**src/hdl/bounded_sequence_store_with_sort_core_macros.svh**
```systemverilog
// assertion macros for the sequence store core
`ifndef BOUNDED_SEQUENCE_STORE_WITH_SORT_CORE_MACROS_SVH
`define BOUNDED_SEQUENCE_STORE_WITH_SORT_CORE_MACROS_SVH
`ifndef SYNTHESIS
`define BSS_ASSERT_IMPL(label, clk, rstn, prop, msg) \
    label: assert property (@(posedge clk) disable iff (!rstn) prop) else $error(msg);
`define BSS_ASSERT_NORST(label, clk, prop, msg) \
    label: assert property (@(posedge clk) prop) else $error(msg);
`else
`define BSS_ASSERT_IMPL(label, clk, rstn, prop, msg)
`define BSS_ASSERT_NORST(label, clk, prop, msg)
`endif
`endif

```
**src/hdl/bss_pkg.sv**
```systemverilog
// shared types and constants for the sequence store core
`default_nettype none
package bss_pkg;
    localparam int unsigned DEF_CAPACITY = 256;
    localparam int unsigned VAL_W = 32;

    typedef enum logic [2:0] {
        CMD_PUSH_BACK  = 3'd0,
        CMD_PUSH_FRONT = 3'd1,
        CMD_POP_FRONT  = 3'd2,
        CMD_POP_BACK   = 3'd3,
        CMD_INSERT_AT  = 3'd4,
        CMD_REMOVE_AT  = 3'd5,
        CMD_READ_AT    = 3'd6,
        CMD_SORT       = 3'd7
    } cmd_t;

    typedef enum logic [1:0] {
        ST_OK    = 2'd0,
        ST_FULL  = 2'd1,
        ST_EMPTY = 2'd2,
        ST_RANGE = 2'd3
    } status_t;

    typedef enum logic [3:0] {
        S_IDLE,
        S_SH_RD,
        S_SH_WR,
        S_RD_WAIT,
        S_MG_SETUP,
        S_MG_RD,
        S_MG_WR,
        S_CP_RD,
        S_CP_WR,
        S_FR_RD,
        S_FR_WAIT,
        S_OUT
    } state_t;

    // datapath operation selectors
    typedef enum logic [4:0] {
        OP_NONE,
        OP_LATCH,
        OP_SH_RD,
        OP_SH_WR,
        OP_FINISH_EDIT,
        OP_RD_ISSUE,
        OP_RD_TAKE,
        OP_SORT_INIT,
        OP_MG_SETUP,
        OP_MG_RD,
        OP_MG_WR,
        OP_CP_START,
        OP_CP_RD,
        OP_CP_WR,
        OP_PASS_END,
        OP_FR_RD,
        OP_FR_TAKE
    } op_t;

    typedef struct packed {
        op_t op;
    } dp_cmd_t;

    typedef struct packed {
        logic    edit_none;   // command changes no data
        logic    is_read;     // read_at that succeeds
        logic    is_sort;     // sort with two or more elements
        logic    shift_done;  // no more shift steps
        logic    merge_done;  // current run pair exhausted
        logic    pass_done;   // all run pairs of the pass merged
        logic    sort_done;   // run width covers whole store
        logic    copy_done;   // copy back finished
        logic    last_front;  // front read has been issued
    } dp_stat_t;
endpackage
`default_nettype wire

```
**src/hdl/bss_ctrl.sv**
```systemverilog
// controller state machine for the sequence store core
`default_nettype none
module bss_ctrl
    import bss_pkg::*;
(
    input  wire logic     aclk,
    input  wire logic     aresetn,
    input  wire logic     in_fire,
    input  wire logic     out_free,
    input  dp_stat_t      stat,
    output dp_cmd_t       cmd,
    output logic          busy,
    output logic          out_load
);
    state_t state_reg, state_next;

    always_ff @(posedge aclk) begin
        if (!aresetn) begin
            state_reg <= S_IDLE;
        end else begin
            state_reg <= state_next;
        end
    end

    always_comb begin
        state_next = state_reg;
        cmd.op     = OP_NONE;
        out_load   = 1'b0;
        busy       = (state_reg != S_IDLE);
        case (state_reg)
            S_IDLE: begin
                if (in_fire) begin
                    cmd.op     = OP_LATCH;
                    state_next = S_SH_RD;
                end
            end
            S_SH_RD: begin
                // decide path from latched command
                if (stat.is_sort) begin
                    cmd.op     = OP_SORT_INIT;
                    state_next = S_MG_SETUP;
                end else if (stat.is_read) begin
                    cmd.op     = OP_RD_ISSUE;
                    state_next = S_RD_WAIT;
                end else if (stat.edit_none || stat.shift_done) begin
                    cmd.op     = OP_FINISH_EDIT;
                    state_next = S_FR_RD;
                end else begin
                    cmd.op     = OP_SH_RD;
                    state_next = S_SH_WR;
                end
            end
            S_SH_WR: begin
                cmd.op     = OP_SH_WR;
                state_next = S_SH_RD;
            end
            S_RD_WAIT: begin
                cmd.op     = OP_RD_TAKE;
                state_next = S_FR_RD;
            end
            S_MG_SETUP: begin
                if (stat.sort_done) begin
                    state_next = S_FR_RD;
                end else if (stat.pass_done) begin
                    cmd.op     = OP_CP_START;
                    state_next = S_CP_RD;
                end else begin
                    cmd.op     = OP_MG_SETUP;
                    state_next = S_MG_RD;
                end
            end
            S_MG_RD: begin
                if (stat.merge_done) begin
                    state_next = S_MG_SETUP;
                end else begin
                    cmd.op     = OP_MG_RD;
                    state_next = S_MG_WR;
                end
            end
            S_MG_WR: begin
                cmd.op     = OP_MG_WR;
                state_next = S_MG_RD;
            end
            S_CP_RD: begin
                if (stat.copy_done) begin
                    cmd.op     = OP_PASS_END;
                    state_next = S_MG_SETUP;
                end else begin
                    cmd.op     = OP_CP_RD;
                    state_next = S_CP_WR;
                end
            end
            S_CP_WR: begin
                cmd.op     = OP_CP_WR;
                state_next = S_CP_RD;
            end
            S_FR_RD: begin
                cmd.op = OP_FR_RD;
                if (stat.last_front) begin
                    state_next = S_FR_WAIT;
                end
            end
            S_FR_WAIT: begin
                cmd.op     = OP_FR_TAKE;
                state_next = S_OUT;
            end
            S_OUT: begin
                if (out_free) begin
                    out_load   = 1'b1;
                    state_next = S_IDLE;
                end
            end
            default: begin
                state_next = S_IDLE;
            end
        endcase
    end
endmodule
`default_nettype wire

```
**config.mk**
```make
export PLATFORM = sky130hd
export DESIGN_NAME = bss_ctrl
export DESIGN_NICKNAME = d
export VERILOG_FILES = /design/src/hdl/bounded_sequence_store_with_sort_core_macros.svh /design/src/hdl/bss_pkg.sv /design/src/hdl/bss_ctrl.sv
export SDC_FILE = /design/constraint.sdc
export NUM_CORES = 1
export LEC_CHECK = 0
export BUFFER_PORTS_ARGS = -buffer_cell sky130_fd_sc_hd__buf_2
export CORE_AREA = 8 8 45 47
export DETAILED_ROUTE_END_ITERATION = 8
export DIE_AREA = 0 0 53 55
export PLACE_DENSITY = 0.81
export SYNTH_ARGS = -nofsm -noshare
export SYNTH_HDL_FRONTEND = slang
export SYNTH_SLANG_ARGS = --single-unit
```
**constraint.sdc**
```tcl
create_clock -name aclk -period 5.35 [get_ports aclk]
set_input_delay 1.605 -clock aclk [delete_from_list [all_inputs] [get_ports aclk]]
set_output_delay 1.605 -clock aclk [all_outputs]
set_load 0.01 [all_outputs]
```
# Word-level counts from Yosys, hierarchy flattened
# Index checks and enable logic that the tools add are counted.
# totals
input_bits,13
elab_cells,41
out_inout_bits,7
reg_bits,4
# classes
n_reduce_logical,4
mux,22
n_eq_ne,14
# ops
operator,n
$pmux W5 S11,1
$pmux W4 S12,1
$mux W4,10
$eq A4 B3 Y1 const B,4
$eq A4 B4 Y1 const B,4
$mux W3,3
$eq A4 B2 Y1 const B,2
$mux W2,4
$ne A2 B2 Y1 const B,3
$eq A4 B1 Y1 const B,1
$logic_not A4 Y1,1
$reduce_bool A4 Y1,1
$mux W1,3
$reduce_and A3 Y1,1
$logic_or A1 B1 Y1,1

# Longest topological paths before layout
# Gate-level depths: netlist of the first run.
# depth
word_depth,5
depth_mapped,6
mapped_depth_nobuf,4

# Worst setup path after synthesis of the first run
# No wires, ideal clock.
# synth_timing
kind,in2out
from,input port stat[5] (netlist name)
to,output port cmd[2] (netlist name)
path_stages,4
slack_ps,1289
n_path_buf,0
t_arrival_ps,2456
required_ps,3745
path_cell_list,or2_2 -> or3_1 -> a21oi_1 -> o31ai_1
# synth_lines
item,line,source
"start, declared",bss_ctrl.sv:10,"input dp_stat_t stat,"
"end, declared",bss_ctrl.sv:11,"output dp_cmd_t cmd,"

==> run metrics, run 1 <==
Total Routing Usage GR 11.6%; unrepaired setup endpoints after global routing false; Top FF cell, synth dfxtp_1; Final Max Tran Viols 0; Longest Clk Path Bufs 2; Final Hold Viols 0; fmax 0.230 GHz; max reg flops 4; setup bufs post-CTS 0; sequential share of power 29.2%; IO buf count 19; Die X 53 um; clock buffer count from CTS 3; Worst-Margin Slew 0.624 ns; CTS tree yes; Final Net Count 111; Die Y 55 um; Seq/Total Area, Yosys 14.5%; core region area 1380 sq um; CP cell instances buf_2, or2_2, or3_1, a21oi_1, o31ai_1, buf_2; commonest cells after routing, fill and taps aside buf_2 (19), o21ai_0 (10), a21oi_1 (9); antenna fix cells 0; # fillers 145; Pwr Density 530 nW/um^2; worst-skew pair later-pin latency 0.23 ns; Avg Cell Area, Syn 6.80 sq um; TNS Setup 0 ns; worst slack, placed 1.00 ns; vias in the first global route 599; CP arrival 2.74 ns; initial antenna violation count 0; initial core utilization 39.8%; Setup CP Type primary input to output port; H-tree levels 1; CP Max Fanout 4; post-synthesis cell area 551 sq um; Initial DRC Count 23; RePlAce Congestion 0.849; CP required 3.74 ns; Final WS setup 1.00 ns; yosys warns 0; Initial DRT Pass Iterations 4; minimum clock period 4.35 ns; die area 2920 sq um; total of cells resized after clock tree synthesis 0; total clock sinks 4; worst IR drop on VDD 0.240 mV; post-synthesis cell type count 36; largest net degree at the start of global routing 21; Net Switching 0.172 mW; final wirelength 1530 um; number of synthesized flops with an enable pin 0; DRC violations left 0; Final Setup Violations 0; P_int 0.170 mW; Final HPWL DP 1150 um; layout cells sized above 1 27.1%; FP Rows 14; synthesized flop and latch total 4; first-pass GRT wire length 2560 um; Pleak 0.285 nW; Startpoint Class primary input; area delta synth->final 17.3%; total I/O pin count 20; Vias 657; clock slew at reported path FFs 0.04 ns; Max-slew headroom 58.4%; status complete, no violations; grt ovf 0; Via density 5.87; hold_buf cts 0; Routed Antenna Nets 0; Clock Skews 0.000546 ns; Setup crit end kind output port; Syn Inst Count 81; worst hold path class flop to flop; CTS root buf clkbuf_4; Tcrit/Tclk final 81.3%; Worst path slowest cell or3_1; Comb pwr share 60.4%; switch share 50.2%; max incr delay on CP 0.33 ns; Final Core Density 46.7%; max cap viols 0; commonest non-fill, non-tap cell in the layout buf_2; average wire per cell in the routed design 13.7 um; Clock power frac 10.3%; Final Power 0.342 mW; Post-synth ARST share 0%; Syn Nets 94; CP most frequent cell buf_2
-- critical path: cells and delay by family --
family	cells	cell delay, ns
simple gates	2	0.64
buf+inv	2	0.26
compound gates	2	0.24
-- final cells by class --
type	count	area, sq um	share of cell area, %
Timing Repair Buffer	19	95.1	14.7
Tap cell	16	20.0	3.10
Inverter	3	11.3	1.74
Sequential cell	4	80.1	12.4
Multi-Input combinational cell	67	417	64.5
Clock buffer	3	22.5	3.49
-- Yosys cell counts, types with 2 or more instances --
| cell | number | area, sq um |
|---|---|---|
| buf_2 | 4 | 20.0 |
| nor2b_1 | 2 | 12.5 |
| a2bb2oi_1 | 2 | 17.5 |
| a21oi_1 | 9 | 45.0 |
| a32o_1 | 2 | 20.0 |
| or2b_1 | 4 | 30.0 |
| nand2b_1 | 2 | 12.5 |
| o21ai_0 | 10 | 50.1 |
| inv_1 | 3 | 11.3 |
| nor2_1 | 7 | 26.3 |
| nand2_1 | 5 | 18.8 |
| a31oi_1 | 2 | 12.5 |
| dfxtp_1 | 4 | 80.1 |
| o31ai_1 | 2 | 15.0 |
| nor3_1 | 2 | 10.0 |
-- metrics by stage --
step                hold slack, ns  instance area, sq um  instances
CTS                          0.796                   646        112
floorplan                    0.697                   551         81
global placement             0.795                   623        109
finish                       0.809                   646        112
detailed placement           0.795                   623        109
global route                 0.879                   646        112
-- kinds of logic (layout without fill, tap and decap cells) --
family,count (synthesis),after routing,synth area share (%)
buffers and inverters,10,25,9.77
multiplexers,2,2,3.86
AND/OR/NAND/NOR,30,30,30.9
flip-flops,4,4,14.5
AO/OA/AOI/OAI,35,35,40.9
-- routing by layer --
metal / vias up / wire length [um] / share of wire (%) / GRT usage (%)
met5: - / 0 / 0 / 0
met4: 0 / 31 / 2.0 / 7.76
met3: 4 / 120 / 7.8 / 4.55
met2: 21 / 731 / 48 / 18.8
met1: 302 / 651 / 42 / 12.4
li1: 330 / - / - / -
-- final timing paths --
check                            start  slack, ns  depth (start not counted)                         to
min reg2reg  state_reg[3]$_SDFFE_PN0P_       0.81                          2  state_reg[1]$_SDFFE_PN0P_
max reg2reg  state_reg[0]$_SDFFE_PN0P_       3.58                          4  state_reg[0]$_SDFFE_PN0P_
min          state_reg[3]$_SDFFE_PN0P_       0.81                          2  state_reg[1]$_SDFFE_PN0P_
max                            stat[5]       1.00                          6                     cmd[2]
-- power groups by stage --
stage	combinational [mW]	sequential, mW	clock [mW]
4_1_cts	0.208	0.0976	0.0375
2_1_floorplan	0.204	0.0505	0
3_5_place_dp	0.207	0.0982	0
6_report	0.207	0.0999	0.0354
3_3_place_gp	0.202	0.0972	0
5_1_grt	0.233	0.106	0.0430
Note: power is estimated with default switching activity, not from simulation.
==> run 2, diff against run 1 <==
- CORE_AREA: 8 8 45 47 -> unset
- CORE_MARGIN: unset -> 8
- CORE_UTILIZATION: unset -> 42
- DIE_AREA: 0 0 53 55 -> unset
- PLACE_DENSITY: 0.81 -> 0.84
- clock period: 5.35 -> 3.5 ns (I/O delays scaled with it)
==> run metrics, run 2 (synthesis results as in run 1) <==
status complete, no violations; clock slew at reported path FFs 0.04 ns; TNS Setup 0 ns; unrepaired setup endpoints after global routing false; CTS tree yes; Final Hold Viols 0; grt ovf 0; initial core utilization 43.4%; CP arrival 2.16 ns; area delta synth->final 17.0%; commonest non-fill, non-tap cell in the layout buf_2; DP Cell Count 108; first-pass GRT wire length 2570 um; CP Max Fanout 4; Die X 52.2 um; Initial DRT Pass Iterations 4; Final Setup Violations 0; Die Y 52.2 um; hold_buf cts 0; DRC violations left 0; CTS root buf clkbuf_4; total clock sinks 4; H-tree levels 1; fmax 0.311 GHz; Pleak 0.285 nW; layout cells sized above 1 27.1%; Initial DRC Count 17; setup slack, reg-to-reg 1.71 ns; Clock Skews 0.00207 ns; commonest cells after routing, fill and taps aside buf_2 (19), o21ai_0 (10), a21oi_1 (9); max incr delay on CP 0.31 ns; clock buffer count from CTS 3; max cap viols 0; final wirelength 1570 um; Startpoint Class primary input; RePlAce Congestion 0.906; Worst path slowest cell or2_2; worst-skew pair later-pin latency 0.23 ns; Setup CP Type primary input to output port; worst IR drop on VDD 0.356 mV; largest net degree at the start of global routing 21; CP cell instances buf_2, or2_2, or3_1, a21oi_1, o31ai_1, buf_2; die area 2730 sq um; Routed Antenna Nets 0; worst hold path class flop to flop; Tcrit/Tclk final 91.9%; Vias 670; Setup crit end kind output port; IO buf count 19; FP Rows 13; Max-slew headroom 58.0%; Total Routing Usage GR 12.0%; vias in the first global route 586; Longest Clk Path Bufs 2; # fillers 134; Final Net Count 111; core region area 1270 sq um; Final HPWL DP 1150 um; setup bufs post-CTS 0; Finished Layout Cells 111; DP Area 622 sq um; CP most frequent cell buf_2; initial antenna violation count 0; max reg flops 4; total of cells resized after clock tree synthesis 0; antenna fix cells 0; Via density 6.04; Final Power 0.527 mW; average wire per cell in the routed design 14.1 um; final instance area 644 sq um; total I/O pin count 20; Final Max Tran Viols 0; CP required 2.45 ns; minimum clock period 3.21 ns; Worst-Margin Slew 0.629 ns; Pwr Density 817 nW/um^2
[run 2: cell counts in the layout (fill, tap and decap cells not counted)]
Identical to the previous run, type by type.
[run 2: cell type report]
class / count / area (sq um) / area share (%)
flip-flops and latches: 4 / 80.1 / 12.4
well taps: 15 / 18.8 / 2.91
multi-input cells: 67 / 417 / 64.7
clock buffers: 3 / 22.5 / 3.50
inverters: 3 / 11.3 / 1.75
repair buffers: 19 / 95.1 / 14.8
[run 2: path summary, 6_finish.rpt]
check,startpoint,endpoint,cells past startpoint
setup / recovery,stat[5],cmd[2],6
hold / removal,state_reg[3]$_SDFFE_PN0P_,state_reg[1]$_SDFFE_PN0P_,2
setup reg to reg,state_reg[0]$_SDFFE_PN0P_,state_reg[3]$_SDFFE_PN0P_,4
hold reg to reg,state_reg[3]$_SDFFE_PN0P_,state_reg[1]$_SDFFE_PN0P_,2
[run 2: stage by stage]
step                worst slack (ns)  utilization [%]  hold slack [ns]
detailed placement             0.295             49.0            0.822
floorplan                      0.549                -            0.697
CTS                            0.289             50.8            0.819
global placement               0.321             49.0            0.802
finish                         0.285             50.8            0.838
global route                   0.212             50.8            0.863
[run 2: metal layers]
layer | GRT usage [%] | share of wire (%)
met3 | 4.83 | 8.9
met5 | 0 | 0
met4 | 2.59 | 0
met1 | 13.8 | 43
met2 | 20.4 | 49
[run 2: critical path, delay by kind of cell]
| kind | cells | cell delay [ns] |
|---|---|---|
| buffers and inverters | 2 | 0.25 |
| AO/OA/AOI/OAI | 2 | 0.22 |
| AND/OR/NAND/NOR | 2 | 0.62 |
[run 2: report_power, final]
part | switching (mW) | leakage, nW | internal (mW) | total (mW)
logic | 0.158 | 0.239 | 0.157 | 0.315
registers | 0.0890 | 0.0329 | 0.0656 | 0.155
clock network | 0.0187 | 0.0138 | 0.0383 | 0.0570
total | 0.266 | 0.285 | 0.261 | 0.527
==> run 3, diff against run 2 <==
- RECOVER_POWER: unset -> 50
==> run metrics, run 3 (synthesis results as in run 1) <==
Setup crit end kind output port; first-pass GRT wire length 2570 um; Final Core Density 50.3%; Final HPWL DP 1150 um; # fillers 135; Routed Antenna Nets 0; average wire per cell in the routed design 14.1 um; hold_buf cts 0; Die X 52.2 um; Final Net Count 111; WHS Path Cells 2; minimum clock period 3.23 ns; CP arrival 2.18 ns; Vias 669; Longest Clk Path Bufs 2; Total Routing Usage GR 12.0%; Final Setup Violations 0; max cap viols 0; max reg flops 4; grt ovf 0; setup bufs post-CTS 0; FP Rows 13; Max-slew headroom 57.9%; Pwr Density 822 nW/um^2; CP Max Fanout 5; DP Area 622 sq um; total of cells resized after clock tree synthesis 0; Initial DRC Count 15; worst hold path class flop to flop; Final Power 0.524 mW; commonest non-fill, non-tap cell in the layout buf_2; largest net degree at the start of global routing 21; RePlAce Congestion 0.906; initial core utilization 43.4%; final wirelength 1570 um; Initial DRT Pass Iterations 4; Clock Skews 0.00191 ns; final instance area 638 sq um; commonest cells after routing, fill and taps aside buf_2 (17), o21ai_0 (10), a21oi_1 (10); vias in the first global route 586; CTS tree yes; die area 2730 sq um; total I/O pin count 20; H-tree levels 1; fmax 0.310 GHz; Startpoint Class primary input; Tcrit/Tclk final 92.2%; unrepaired setup endpoints after global routing false; layout cells sized above 1 24.0%; TNS Setup 0 ns; area delta synth->final 15.9%; Pleak 0.278 nW; CP required 2.45 ns; Die Y 52.2 um; IO buf count 19; clock slew at reported path FFs 0.04 ns; worst-case reg-to-reg path depth 4; status complete, no violations; Via density 6.03; setup slack, reg-to-reg 1.71 ns; CTS root buf clkbuf_4; total clock sinks 4; clock buffer count from CTS 3; core region area 1270 sq um; Setup CP Type primary input to output port; Final Hold Viols 0; initial antenna violation count 0; Worst-Margin Slew 0.631 ns; antenna fix cells 0; Final Max Tran Viols 0; DRC violations left 0; worst IR drop on VDD 0.355 mV; worst-skew pair later-pin latency 0.23 ns
==> run 3: cell count changes in the layout (fill, tap and decap cells not counted), sizes merged <==
cell    previous run  this run
clkbuf             3         5
buf               19        17
==> run 3: layout make-up <==
cell class | instances | area [sq um] | share of cell area [%]
clock buffer | 3 | 22.5 | 3.53
multi-input combinational | 67 | 413 | 64.7
sequential | 4 | 80.1 | 12.5
timing repair buffer | 19 | 92.6 | 14.5
inverter | 3 | 11.3 | 1.76
tap | 15 | 18.8 | 2.94
==> run 3: per-layer routing <==
layer / vias up / GRT usage, % / part of all wire (%)
met5: - / 0 / 0
met4: 0 / 2.59 / 0
met3: 0 / 4.83 / 8.7
met2: 30 / 20.4 / 49
met1: 310 / 13.8 / 43
li1: 329 / - / -
==> run 3: metrics by stage <==
stage / setup WS, ns / hold slack [ns] / instances
finish: 0.273 / 0.841 / 111
global route: 0.213 / 0.863 / 111
CTS: 0.289 / 0.819 / 111
detailed placement: 0.295 / 0.822 / 108
global placement: 0.321 / 0.802 / 108
floorplan: 0.549 / 0.697 / 81
==> run 3: path summary, 6_finish.rpt <==
kind | start | endpoint
max reg2reg | state_reg[0]$_SDFFE_PN0P_ | state_reg[3]$_SDFFE_PN0P_
max | stat[2] | cmd[0]
min | state_reg[3]$_SDFFE_PN0P_ | state_reg[2]$_SDFFE_PN0P_
min reg2reg | state_reg[3]$_SDFFE_PN0P_ | state_reg[2]$_SDFFE_PN0P_
==> run 3: power breakdown <==
part	total (mW)	leakage (nW)	switching (mW)	internal, mW
combinational	0.313	0.231	0.158	0.155
clock	0.0570	0.0138	0.0186	0.0383
sequential	0.154	0.0329	0.0885	0.0656
total	0.524	0.278	0.265	0.259
==> run 3: worst max-delay path: stages <==
cell,delay [ns]
buf_2,0.13
or3b_4,0.36
a21oi_1,0.23
a21oi_1,0.10
o21ai_1,0.14
buf_2,0.16
